===== config.mk =====
export PLATFORM = sky130hd
export DESIGN_NAME = roi_min_max_mean_stats
export DESIGN_NICKNAME = d
export VERILOG_FILES = /design/src/rtl/rmms_pkg.sv /design/src/rtl/rmms_window.sv /design/src/rtl/rmms_front.sv /design/src/rtl/rmms_queue.sv /design/src/rtl/rmms_back.sv /design/src/rtl/roi_min_max_mean_stats.sv
export SDC_FILE = /design/constraint.sdc
export NUM_CORES = 2
export LEC_CHECK = 0
export ABC_AREA = 1
export BUFFER_PORTS_ARGS = -buffer_cell sky130_fd_sc_hd__buf_2
export CAP_MARGIN = 15
export CORE_MARGIN = 2
export CORE_UTILIZATION = 29
export CTS_CLUSTER_SIZE = 14
export DETAILED_ROUTE_END_ITERATION = 8
export PLACE_DENSITY_LB_ADDON = 0.3
export SLEW_MARGIN = 25
export SYNTH_ARGS = -nofsm -noshare
export SYNTH_HDL_FRONTEND = slang
export SYNTH_HIERARCHICAL = 1
export SYNTH_SLANG_ARGS = --single-unit

===== constraint.sdc =====
create_clock -name clk -period 17.79 [get_ports clk]
set_clock_uncertainty 0.2 [all_clocks]
set_input_delay 0.8895 -clock clk [delete_from_list [all_inputs] [get_ports clk]]
set_output_delay 0.8895 -clock clk [all_outputs]
set_load 0.03 [all_outputs]

===== src/rtl/rmms_pkg.sv =====
// ----------------------------------------------------------------------------
// rmms_pkg
// Shared types and constants for the region-of-interest min/max/mean block.
// ----------------------------------------------------------------------------
package rmms_pkg;

  // Field widths
  localparam int SAMPLE_W = 16;
  localparam int COUNT_W  = 21;
  localparam int SUM_W    = 37;
  localparam int CFG_W    = 13;
  localparam int CFG_IDX_W = 3;
  localparam int IMG_W    = 12;
  localparam int GRID_REG_W = 11;
  localparam int OUT_DATA_W = 72;

  localparam logic [COUNT_W-1:0] COUNT_MAX = {COUNT_W{1'b1}};

  // Configuration register indexes
  localparam logic [CFG_IDX_W-1:0] REG_IMAGE_WIDTH  = 3'd0;
  localparam logic [CFG_IDX_W-1:0] REG_IMAGE_HEIGHT = 3'd1;
  localparam logic [CFG_IDX_W-1:0] REG_GRID_WIDTH   = 3'd2;
  localparam logic [CFG_IDX_W-1:0] REG_GRID_HEIGHT  = 3'd3;
  localparam logic [CFG_IDX_W-1:0] REG_CORNER_A_X   = 3'd4;
  localparam logic [CFG_IDX_W-1:0] REG_CORNER_A_Y   = 3'd5;
  localparam logic [CFG_IDX_W-1:0] REG_CORNER_B_X   = 3'd6;
  localparam logic [CFG_IDX_W-1:0] REG_CORNER_B_Y   = 3'd7;

  // Frame queue between front and back
  localparam int Q_DEPTH = 2;
  localparam int Q_AW    = 1;

  // Window unit status towards the front end
  typedef struct packed {
    logic ready;
    logic region_valid;
  } win_stat_t;

  // One finished frame as handed from front to back
  typedef struct packed {
    logic                region_valid;
    logic [SAMPLE_W-1:0] min_sample;
    logic [SAMPLE_W-1:0] max_sample;
    logic [SUM_W-1:0]    sum;
    logic [COUNT_W-1:0]  count;
  } frame_rec_t;

endpackage


===== src/rtl/rmms_window.sv =====
// ----------------------------------------------------------------------------
// rmms_window
// Configuration registers and the window unit: clips the rectangle and scales
// each edge to a grid cell with a shared bit-serial divider.
// ----------------------------------------------------------------------------
module rmms_window import rmms_pkg::*; #(
  parameter int MAX_GRID_DIM = 1024
) (
  input  logic                             clk,
  input  logic                             rst,
  input  logic                             cfg_we,
  input  logic [CFG_IDX_W-1:0]             cfg_index,
  input  logic [CFG_W-1:0]                 cfg_data,
  output win_stat_t                        stat,
  output logic [$clog2(MAX_GRID_DIM)-1:0]  x_lo,
  output logic [$clog2(MAX_GRID_DIM)-1:0]  x_hi,
  output logic [$clog2(MAX_GRID_DIM)-1:0]  y_lo,
  output logic [$clog2(MAX_GRID_DIM)-1:0]  y_hi,
  output logic [$clog2(MAX_GRID_DIM)-1:0]  gw_m1,
  output logic [$clog2(MAX_GRID_DIM)-1:0]  gh_m1
);

  localparam int PW  = $clog2(MAX_GRID_DIM);
  localparam int GW  = PW + 1;
  localparam int NW  = IMG_W + GW;
  localparam int CNW = $clog2(NW);

  localparam logic [1:0] W_IDLE  = 2'd0;
  localparam logic [1:0] W_LOAD  = 2'd1;
  localparam logic [1:0] W_DIV   = 2'd2;
  localparam logic [1:0] W_STORE = 2'd3;

  localparam logic [CFG_W-1:0] MAX_EXT = CFG_W'(MAX_GRID_DIM);

  logic [IMG_W-1:0]      image_width, image_height;
  logic [GRID_REG_W-1:0] grid_width, grid_height;
  logic [CFG_W-1:0]      corner_a_x, corner_a_y, corner_b_x, corner_b_y;

  logic [1:0]     state;
  logic [1:0]     job;
  logic [CNW-1:0] step;
  logic [IMG_W-1:0] rem;
  logic [NW-1:0]    dq;

  logic [GW-1:0]  gw_sat, gh_sat, grid;
  logic [PW-1:0]  grid_m1;
  logic [2*IMG_W:0] x_clip, y_clip;
  logic [IMG_W-1:0] operand, divisor;
  logic [NW-1:0]    prod;
  logic [IMG_W:0]   trial;
  logic             trial_ge;
  logic [IMG_W-1:0] rem_next;
  logic [PW-1:0]    quot_clamped;

  // Saturate a grid dimension to 1 .. MAX_GRID_DIM
  function automatic logic [GW-1:0] grid_sat(input logic [GRID_REG_W-1:0] g);
    logic [CFG_W-1:0] g_ext;
    g_ext = {{(CFG_W-GRID_REG_W){1'b0}}, g};
    if (g_ext == '0) return GW'(1);
    if (g_ext > MAX_EXT) return GW'(MAX_GRID_DIM);
    return GW'(g_ext);
  endfunction

  // Normalise and clip one axis: {non-empty, low edge, high edge}
  function automatic logic [2*IMG_W:0] axis_clip(input logic [CFG_W-1:0] ca,
                                                 input logic [CFG_W-1:0] cb,
                                                 input logic [IMG_W-1:0] img);
    logic signed [CFG_W:0] a, b, l, r, im;
    a  = {ca[CFG_W-1], ca};
    b  = {cb[CFG_W-1], cb};
    im = {2'b00, img};
    l  = (a < b) ? a : b;
    r  = (a < b) ? b : a;
    if (l < 14'sd0) l = 14'sd0;
    if (r > im) r = im;
    return {(r > l), l[IMG_W-1:0], r[IMG_W-1:0]};
  endfunction

  assign gw_sat = grid_sat(grid_width);
  assign gh_sat = grid_sat(grid_height);
  assign gw_m1  = PW'(gw_sat - GW'(1));
  assign gh_m1  = PW'(gh_sat - GW'(1));
  assign x_clip = axis_clip(corner_a_x, corner_b_x, image_width);
  assign y_clip = axis_clip(corner_a_y, corner_b_y, image_height);

  assign stat.ready        = (state == W_IDLE);
  assign stat.region_valid = (image_width != '0) && (image_height != '0) &&
                             x_clip[2*IMG_W] && y_clip[2*IMG_W];

  // Select the edge, image size and grid size for the current job
  always_comb begin
    case (job)
      2'd0:    operand = x_clip[2*IMG_W-1:IMG_W];
      2'd1:    operand = x_clip[IMG_W-1:0];
      2'd2:    operand = y_clip[2*IMG_W-1:IMG_W];
      default: operand = y_clip[IMG_W-1:0];
    endcase
    divisor = job[1] ? image_height : image_width;
    grid    = job[1] ? gh_sat : gw_sat;
    grid_m1 = job[1] ? gh_m1 : gw_m1;
  end

  assign prod = {{GW{1'b0}}, operand} * {{IMG_W{1'b0}}, grid};

  // One restoring division step per cycle
  assign trial    = {rem, dq[NW-1]};
  assign trial_ge = (trial >= {1'b0, divisor});
  assign rem_next = trial_ge ? IMG_W'(trial - {1'b0, divisor}) : trial[IMG_W-1:0];
  assign quot_clamped = (dq > {{(NW-PW){1'b0}}, grid_m1}) ? grid_m1 : dq[PW-1:0];

  // Configuration registers
  always_ff @(posedge clk) begin
    if (rst) begin
      image_width  <= IMG_W'(640);
      image_height <= IMG_W'(512);
      grid_width   <= GRID_REG_W'(256);
      grid_height  <= GRID_REG_W'(192);
      corner_a_x   <= '0;
      corner_a_y   <= '0;
      corner_b_x   <= '0;
      corner_b_y   <= '0;
    end else if (cfg_we) begin
      case (cfg_index)
        REG_IMAGE_WIDTH:  image_width  <= cfg_data[IMG_W-1:0];
        REG_IMAGE_HEIGHT: image_height <= cfg_data[IMG_W-1:0];
        REG_GRID_WIDTH:   grid_width   <= cfg_data[GRID_REG_W-1:0];
        REG_GRID_HEIGHT:  grid_height  <= cfg_data[GRID_REG_W-1:0];
        REG_CORNER_A_X:   corner_a_x   <= cfg_data;
        REG_CORNER_A_Y:   corner_a_y   <= cfg_data;
        REG_CORNER_B_X:   corner_b_x   <= cfg_data;
        REG_CORNER_B_Y:   corner_b_y   <= cfg_data;
        default: ;
      endcase
    end
  end

  // Sequencer: recompute the edges x_lo, x_hi, y_lo and y_hi after reset and after every write
  always_ff @(posedge clk) begin
    if (rst) begin
      state <= W_LOAD;
      job   <= 2'd0;
    end else if (cfg_we) begin
      state <= W_LOAD;
      job   <= 2'd0;
    end else begin
      case (state)
        W_LOAD:  state <= W_DIV;
        W_DIV:   if (step == '0) state <= W_STORE;
        W_STORE: begin
          job   <= job + 2'd1;
          state <= (job == 2'd3) ? W_IDLE : W_LOAD;
        end
        default: state <= W_IDLE;
      endcase
    end
  end

  // Divider datapath and edge registers
  always_ff @(posedge clk) begin
    case (state)
      W_LOAD: begin
        dq   <= prod;
        rem  <= '0;
        step <= CNW'(NW - 1);
      end
      W_DIV: begin
        dq   <= {dq[NW-2:0], trial_ge};
        rem  <= rem_next;
        step <= step - CNW'(1);
      end
      W_STORE: begin
        case (job)
          2'd0:    x_lo <= quot_clamped;
          2'd1:    x_hi <= quot_clamped;
          2'd2:    y_lo <= quot_clamped;
          default: y_hi <= quot_clamped;
        endcase
      end
      default: ;
    endcase
  end

endmodule


===== src/rtl/rmms_front.sv =====
// ----------------------------------------------------------------------------
// rmms_front
// Front end: takes sample beats, tracks the raster position, tests the window
// and keeps the running min, max, sum and count; queues a record per frame.
// ----------------------------------------------------------------------------
module rmms_front import rmms_pkg::*; #(
  parameter int MAX_GRID_DIM = 1024
) (
  input  logic                             clk,
  input  logic                             rst,
  input  logic                             in_valid,
  output logic                             in_ready,
  input  logic [SAMPLE_W-1:0]              sample,
  input  logic                             frame_last,
  input  win_stat_t                        stat,
  input  logic [$clog2(MAX_GRID_DIM)-1:0]  x_lo,
  input  logic [$clog2(MAX_GRID_DIM)-1:0]  x_hi,
  input  logic [$clog2(MAX_GRID_DIM)-1:0]  y_lo,
  input  logic [$clog2(MAX_GRID_DIM)-1:0]  y_hi,
  input  logic [$clog2(MAX_GRID_DIM)-1:0]  gw_m1,
  input  logic [$clog2(MAX_GRID_DIM)-1:0]  gh_m1,
  input  logic                             q_full,
  output logic                             q_push,
  output frame_rec_t                       q_rec
);

  localparam int PW = $clog2(MAX_GRID_DIM);

  logic [PW-1:0]       column_position, row_position;
  logic [SAMPLE_W-1:0] running_min, running_max;
  logic [SUM_W-1:0]    running_sum;
  logic [COUNT_W-1:0]  running_count;

  logic [SAMPLE_W-1:0] min_next, max_next;
  logic [SUM_W-1:0]    sum_next;
  logic [COUNT_W-1:0]  count_next;
  logic                accept, in_window, keep;

  assign in_ready = stat.ready && !q_full;
  assign accept   = in_valid && in_ready;
  assign in_window = stat.region_valid &&
                     (column_position >= x_lo) && (column_position <= x_hi) &&
                     (row_position >= y_lo) && (row_position <= y_hi);

  // Fold the current sample into the running statistics
  always_comb begin
    min_next   = running_min;
    max_next   = running_max;
    sum_next   = running_sum;
    count_next = running_count;
    if (in_window) begin
      if (sample < running_min) min_next = sample;
      if (sample > running_max) max_next = sample;
      if (running_count != COUNT_MAX) begin
        sum_next   = running_sum + {{(SUM_W-SAMPLE_W){1'b0}}, sample};
        count_next = running_count + COUNT_W'(1);
      end
    end
  end

  // Frame record: statistics only when the window held any samples
  assign keep   = stat.region_valid && (count_next != '0);
  assign q_push = accept && frame_last;
  assign q_rec.region_valid = stat.region_valid;
  assign q_rec.min_sample   = keep ? min_next : '0;
  assign q_rec.max_sample   = keep ? max_next : '0;
  assign q_rec.sum          = keep ? sum_next : '0;
  assign q_rec.count        = keep ? count_next : '0;

  // Advance the raster position and accumulators; restart on frame end
  always_ff @(posedge clk) begin
    if (rst) begin
      column_position <= '0;
      row_position    <= '0;
      running_min     <= '1;
      running_max     <= '0;
      running_sum     <= '0;
      running_count   <= '0;
    end else if (accept) begin
      if (frame_last) begin
        column_position <= '0;
        row_position    <= '0;
        running_min     <= '1;
        running_max     <= '0;
        running_sum     <= '0;
        running_count   <= '0;
      end else begin
        running_min   <= min_next;
        running_max   <= max_next;
        running_sum   <= sum_next;
        running_count <= count_next;
        if (column_position >= gw_m1) begin
          column_position <= '0;
          row_position    <= (row_position >= gh_m1) ? '0 : row_position + PW'(1);
        end else begin
          column_position <= column_position + PW'(1);
        end
      end
    end
  end

endmodule


===== src/rtl/rmms_queue.sv =====
// ----------------------------------------------------------------------------
// rmms_queue
// Short queue of finished frame records between front and back end.
// ----------------------------------------------------------------------------
module rmms_queue import rmms_pkg::*; (
  input  logic       clk,
  input  logic       rst,
  input  logic       push,
  input  frame_rec_t wr_rec,
  input  logic       pop,
  output frame_rec_t rd_rec,
  output logic       not_empty,
  output logic       full
);

  frame_rec_t        entries [Q_DEPTH];
  logic [Q_AW-1:0]   wr_ptr, rd_ptr;
  logic [Q_AW:0]     fill;

  assign not_empty = (fill != '0);
  assign full      = (fill == (Q_AW+1)'(Q_DEPTH));
  assign rd_rec    = entries[rd_ptr];

  // Store pushed records
  always_ff @(posedge clk) begin
    if (push) entries[wr_ptr] <= wr_rec;
  end

  // Advance pointers and fill level
  always_ff @(posedge clk) begin
    if (rst) begin
      wr_ptr <= '0;
      rd_ptr <= '0;
      fill   <= '0;
    end else begin
      if (push) wr_ptr <= wr_ptr + Q_AW'(1);
      if (pop)  rd_ptr <= rd_ptr + Q_AW'(1);
      case ({push, pop})
        2'b10:   fill <= fill + (Q_AW+1)'(1);
        2'b01:   fill <= fill - (Q_AW+1)'(1);
        default: fill <= fill;
      endcase
    end
  end

endmodule


===== src/rtl/rmms_back.sv =====
// ----------------------------------------------------------------------------
// rmms_back
// Back end: divides the frame sum by its count one quotient bit per cycle and
// holds the result in an output register until the sink takes the beat.
// ----------------------------------------------------------------------------
module rmms_back import rmms_pkg::*; (
  input  logic                  clk,
  input  logic                  rst,
  input  logic                  q_valid,
  input  frame_rec_t            q_rec,
  output logic                  q_pop,
  output logic                  out_valid,
  input  logic                  out_ready,
  output logic                  out_region_valid,
  output logic [OUT_DATA_W-1:0] out_data
);

  localparam logic [1:0] B_IDLE = 2'd0;
  localparam logic [1:0] B_DIV  = 2'd1;
  localparam logic [1:0] B_HOLD = 2'd2;

  localparam int QW  = SAMPLE_W;
  localparam int CNW = $clog2(QW);

  logic [1:0]         state;
  frame_rec_t         rec;
  logic [CNW-1:0]     step;
  logic [COUNT_W-1:0] rem;
  logic [QW-1:0]      dq;

  logic [COUNT_W:0]   trial;
  logic               trial_ge;
  logic [COUNT_W-1:0] rem_next;
  logic               load_out;
  logic [QW-1:0]      mean;

  assign q_pop    = (state == B_IDLE) && q_valid;
  assign load_out = (state == B_HOLD) && (!out_valid || out_ready);

  // Restoring division step; quotient fits the sample width since mean <= max
  assign trial    = {rem, dq[QW-1]};
  assign trial_ge = (trial >= {1'b0, rec.count});
  assign rem_next = trial_ge ? COUNT_W'(trial - {1'b0, rec.count}) : trial[COUNT_W-1:0];
  assign mean     = (rec.count == '0) ? '0 : dq;

  // Control: fetch, divide, hand over
  always_ff @(posedge clk) begin
    if (rst) begin
      state     <= B_IDLE;
      out_valid <= 1'b0;
    end else begin
      case (state)
        B_IDLE: if (q_valid) state <= B_DIV;
        B_DIV:  if (step == '0) state <= B_HOLD;
        B_HOLD: if (load_out) state <= B_IDLE;
        default: state <= B_IDLE;
      endcase
      if (load_out) out_valid <= 1'b1;
      else if (out_ready) out_valid <= 1'b0;
    end
  end

  // Divider datapath and output register
  always_ff @(posedge clk) begin
    if (q_pop) begin
      rec  <= q_rec;
      rem  <= q_rec.sum[SUM_W-1:QW];
      dq   <= q_rec.sum[QW-1:0];
      step <= CNW'(QW - 1);
    end else if (state == B_DIV) begin
      rem  <= rem_next;
      dq   <= {dq[QW-2:0], trial_ge};
      step <= step - CNW'(1);
    end
    if (load_out) begin
      out_region_valid <= rec.region_valid;
      out_data <= {{(OUT_DATA_W-COUNT_W-3*SAMPLE_W){1'b0}}, rec.count, mean,
                   rec.max_sample, rec.min_sample};
    end
  end

endmodule


===== src/rtl/roi_min_max_mean_stats.sv =====
// ----------------------------------------------------------------------------
// roi_min_max_mean_stats
// Region-of-interest min, max and mean over a raster stream of thermal samples.
// ----------------------------------------------------------------------------
// Samples enter one per clock on the slave stream whenever the window is
// settled and the two-entry frame queue has room. After reset and after every
// configuration write the window unit recomputes the four grid edges with a
// shared restoring divider, one bit per cycle; s_tready stays low until the
// edges are done. Each frame end produces one result beat from the 16-step
// mean divider in the back end; the queue lets the front end carry on with
// the next frame meanwhile, so the back end holds the front end back only
// while the queue is full.
module roi_min_max_mean_stats import rmms_pkg::*; #(
  parameter int MAX_GRID_DIM = 1024
) (
  input  logic                  clk,
  input  logic                  rst,
  input  logic                  cfg_we,
  input  logic [CFG_IDX_W-1:0]  cfg_index,
  input  logic [CFG_W-1:0]      cfg_data,
  input  logic                  s_tvalid,
  output logic                  s_tready,
  input  logic [SAMPLE_W-1:0]   s_tdata,   // raw_sample
  input  logic                  s_tlast,   // frame_end
  output logic                  m_tvalid,
  input  logic                  m_tready,
  // min_sample [15:0], max_sample [31:16], mean_sample [47:32],
  // cell_count [68:48], zero [71:69]
  output logic [OUT_DATA_W-1:0] m_tdata,
  output logic                  m_tuser    // region_valid
);

  localparam int PW = $clog2(MAX_GRID_DIM);

  win_stat_t  win_stat;
  logic [PW-1:0] x_lo, x_hi, y_lo, y_hi, gw_m1, gh_m1;
  logic       q_push, q_pop, q_valid, q_full;
  frame_rec_t q_wr_rec, q_rd_rec;

  rmms_window #(.MAX_GRID_DIM(MAX_GRID_DIM)) u_window (
    .clk       (clk),
    .rst       (rst),
    .cfg_we    (cfg_we),
    .cfg_index (cfg_index),
    .cfg_data  (cfg_data),
    .stat      (win_stat),
    .x_lo      (x_lo),
    .x_hi      (x_hi),
    .y_lo      (y_lo),
    .y_hi      (y_hi),
    .gw_m1     (gw_m1),
    .gh_m1     (gh_m1)
  );

  rmms_front #(.MAX_GRID_DIM(MAX_GRID_DIM)) u_front (
    .clk        (clk),
    .rst        (rst),
    .in_valid   (s_tvalid),
    .in_ready   (s_tready),
    .sample     (s_tdata),
    .frame_last (s_tlast),
    .stat       (win_stat),
    .x_lo       (x_lo),
    .x_hi       (x_hi),
    .y_lo       (y_lo),
    .y_hi       (y_hi),
    .gw_m1      (gw_m1),
    .gh_m1      (gh_m1),
    .q_full     (q_full),
    .q_push     (q_push),
    .q_rec      (q_wr_rec)
  );

  rmms_queue u_queue (
    .clk       (clk),
    .rst       (rst),
    .push      (q_push),
    .wr_rec    (q_wr_rec),
    .pop       (q_pop),
    .rd_rec    (q_rd_rec),
    .not_empty (q_valid),
    .full      (q_full)
  );

  rmms_back u_back (
    .clk              (clk),
    .rst              (rst),
    .q_valid          (q_valid),
    .q_rec            (q_rd_rec),
    .q_pop            (q_pop),
    .out_valid        (m_tvalid),
    .out_ready        (m_tready),
    .out_region_valid (m_tuser),
    .out_data         (m_tdata)
  );

  // An empty region reports all statistics as zero
  assert property (@(posedge clk) disable iff (rst)
    m_tvalid && !m_tuser |-> m_tdata == '0)
    else $error("empty region beat carries non-zero statistics");

  // The mean lies between min and max whenever anything was counted
  assert property (@(posedge clk) disable iff (rst)
    m_tvalid && m_tdata[68:48] != '0 |->
      m_tdata[15:0] <= m_tdata[47:32] && m_tdata[47:32] <= m_tdata[31:16])
    else $error("mean outside min/max range");

  // A configuration write holds off samples while the window is recomputed
  assert property (@(posedge clk) disable iff (rst)
    cfg_we |=> !s_tready)
    else $error("sample accepted before window recomputation");

  // No frame record is dropped: a push never meets a full queue
  assert property (@(posedge clk) disable iff (rst)
    q_push |-> !q_full)
    else $error("frame record pushed into full queue");

endmodule


==> impl_metrics.csv <==
group,metric,value,unit
pwr,ir_worst_vdd,0.0719,mV
synth,async_flop_share,0,
synth,synth_area_leader_cell,"edfxtp_1",
floorplan,core,0.143,mm^2
route,dr_total_vias,32556,
layout,area_growth,11.8,%
clocking,cts_max_level,3,
worst_setup_path,path_max_fanout,37,
placement,io_buffers,109,
floorplan,fp-row-count,139,
synth,synthCells,4973,
sta,timing_max_transition_violations_final,0,
floorplan,die_h,383,um
worst_setup_path,r2r_slack,8.37,ns
sta,slew_headroom,0.236,
floorplan,die_w,383,um
worst_setup_path,rr_worst_depth,42,
clocking,clk_pin_slew,0.07,ns
worst_setup_path,slowest_stage,"fa_1",
synth,synth-xor-area-share,0.0164,
sta,max_freq,106,MHz
layout,seqCellArea,0.0172,mm^2
layout,fin_util,0.326,
synth,ys_ff_latch,647,
worst_setup_path,rr_endpoint,"u_window/dq[19]",
sta,finalCriticalPeriod,9.42,ns
synth,ys_warn_count,6,
route,dr.pass1.iters,5,
layout,nFillCells,15029,
layout,final_common_cell,"nand2_1",
route,detail-route-antenna-nets,0,
global_routing,grt_pass1_vias,32016,
floorplan,fp.dieArea,0.147,mm^2
synth,synthDistinctLibCells,62,
global_routing,grt_use_total,0.155,
global_routing,grt_remaining_overflow,0,
worst_setup_path,critPathRequiredTime,17.95,ns
synth,synthAdderAreaFrac,0.134,
clocking,cts_buffers,79,
synth,synth_area_per_cell,8.39,um^2
clocking,cts_setup_buffers,0,
global_routing,grt_start_max_net_pins,99,
worst_setup_path,rr_startpoint,"u_window/corner_b_x[12]",
route,drt_wl_total,114000,um
route,post_drt_wl_per_cell,16.3,um
route,via_per_inst,4.64,
status,status,"completed",
worst_hold_path,holdPathStages,0,
synth,synth_top_family_by_area,"simple AND/OR/NAND/NOR gates",
clocking,ctsResizeCount,0,
sta,hold-worst-slack,0.194,ns
synth,yosysTopAreaCellShare,0.305,
layout,layout_common_cells,"1,211 x nand2_1, 716 x inv_1, 423 x edfxtp_1, 400 x nor2_1, 333 x a21oi_1",
sta,tightestPinTransition,1.14,ns
floorplan,start_util,0.291,
clocking,hold_buffers,0,
route,route.detailed.drc,0,
global_routing,antenna_found_initial,3,
placement,post-dp-hpwl,84800,um
placement,gp_congestion,0.885,
worst_setup_path,worstPathArrival,9.58,ns
worst_hold_path,worst_hold_startpoint,"u_back/rec[70]",
route,drtIter0Drc,2165,
job,cap_violations,0,
sta,setup_viol,0,
layout,multi_input_area,0.0210,mm^2
clocking,insertion_delay,0.70,ns
clocking,tritoncts,"yes",
synth,ys_seq_area_frac,0.412,
synth,syn_area,0.0417,mm^2
synth,yosys.area_share.simple,0.227,
clocking,clock_path_buffers,3,
synth,synth_compound_area_frac,0.0898,
worst_setup_path,end_kind,"flip-flop",
sta,grt_setup_unrepaired,"false",
floorplan,io_pins,113,
layout,final_layout_size_suffix_gt1_frac,0.101,
global_routing,grt_pass1_wl,180000,um
worst_hold_path,hold_path.class,"reg -> reg",
worst_setup_path,path_common_cell,"inv_1",
sta,tns,0,ns
pwr,power.density,114,mW/mm^2
sta,hold_viol,0,
synth,synth_edf_count,423,
layout,layout.nets,5470,
pwr,p_leak,20.4,nW
worst_setup_path,critPathMaxStageDelay,0.56,ns
clocking,root_buffer,"clkbuf_16",
worst_hold_path,hold-path-endpoint,"u_back/out_data[28]",
synth,synthMuxAreaShare,0.0327,
sta,fin_crit_sh,0.529,
synth,ys.flop_type,"edfxtp_1",
worst_setup_path,start_kind,"flip-flop",
worst_setup_path,path_class,"reg -> reg",
clocking,numClockSinks,647,
synth,synth.area.top_cells,"edfxtp_1 30%, nand2_1 11%, dfxtp_1 11%",
## sequential cells by signal, summed over array words and instances (netlist names), 13 cells and up, named ones only
register,count
u_back/dq,16
u_back/out_data,69
u_back/rec,54
u_back/rem,21
u_front/running_count,21
u_front/running_max,16
u_front/running_min,16
u_front/running_sum,37
u_queue/entries,182
u_window/corner_a_x,13
u_window/corner_a_y,13
u_window/corner_b_x,13
u_window/corner_b_y,13
u_window/dq,23
## cell families (layout without fill, tap and decap cells)
group | count (synthesis) | after routing
muxes | 91 | 91
AOI/OAI and AO/OA | 701 | 701
other | 1 | 4
adders and majority gates | 392 | 392
xor gates and xnor gates | 78 | 78
DFF | 647 | 647
buffers and inverters | 881 | 1012
and+or+nand+nor | 2182 | 2182
## synthesized netlist by cell type (all sizes together) (2+ instances only)
master and n:
a211oi 2, a21boi 3, a21o 11, a21oi 333, a31oi 7, and2 14, buf 61, clkbuf 92
clkinv 4, dfxtp 224, edfxtp 423, fa 92, ha 300, inv 724, mux2 91, nand2 1266
nand3 308, nand3b 28, nand4 47, nor2 427, nor3 37, nor3b 2, nor4 16, o2111ai 4
o211ai 14, o21a 24, o21ai 273, o21bai 7, o22ai 6, o31ai 7, o41ai 3, or2 35
xnor2 35, xor2 43
## final cells by class
type / instances / share of cell area
sequential: 647 / 0.369
multi-input combinational: 3447 / 0.449
timing repair buffer: 137 / 0.0163
clock buffer: 104 / 0.0457
inverter: 728 / 0.0587
antenna: 1 / 0.0000537
tap: 1903 / 0.0510
clock inverter: 43 / 0.0105
## how the worst max path moves through the flow
stage | start | end | slack (ns) | cells after the start
floorplan | u_window/corner_b_x[12] | u_window/dq[18] | 9.56 | 49
global placement | u_window/corner_b_x[12] | u_window/dq[19] | 8.59 | 42
detailed placement | u_window/corner_b_x[12] | u_window/dq[19] | 8.43 | 42
CTS | u_window/corner_b_x[12] | u_window/dq[19] | 8.34 | 42
global route | u_window/corner_b_y[12] | u_window/dq[19] | 7.38 | 38
finish | u_window/corner_b_x[12] | u_window/dq[19] | 8.37 | 42
## through the flow
| step | std cells | area [um^2] | power [W] | worst slack [ns] |
|---|---|---|---|---|
| final | 7010 | 46600 | 0.00531 | 8.37 |
| after global routing | 7009 | 46600 | 0.00569 | 7.38 |
| after CTS | 7009 | 46600 | 0.00538 | 8.34 |
| after detailed placement | 6862 | 44000 | 0.00372 | 8.43 |
| after global placement | 6862 | 44000 | 0.00371 | 8.59 |
| after floorplan | 4975 | 41700 | 0.00327 | 9.56 |
## worst max-delay path: cells and delay by family, from the launching register on
family,cells,cell delay (ns)
simple gates,14,1.99
compound gates,12,1.90
buf+inv,7,0.42
flops,1,0.33
fa+ha+maj,9,4.24
## power breakdown
part	total [W]	internal, W	switching [W]
combinational	0.00174	0.000579	0.00116
clock	0.00162	0.000921	0.000703
sequential	0.00194	0.00185	0.0000950
## metal layers
layer / global-route usage / up-vias / part of all wire
met5: 0 / - / 0.00011
met4: 0.0448 / 2 / 0.023
met3: 0.0207 / 148 / 0.048
met2: 0.252 / 689 / 0.45
met1: 0.213 / 15280 / 0.47
li1: - / 16437 / -
(Power assumes the default switching activity.)
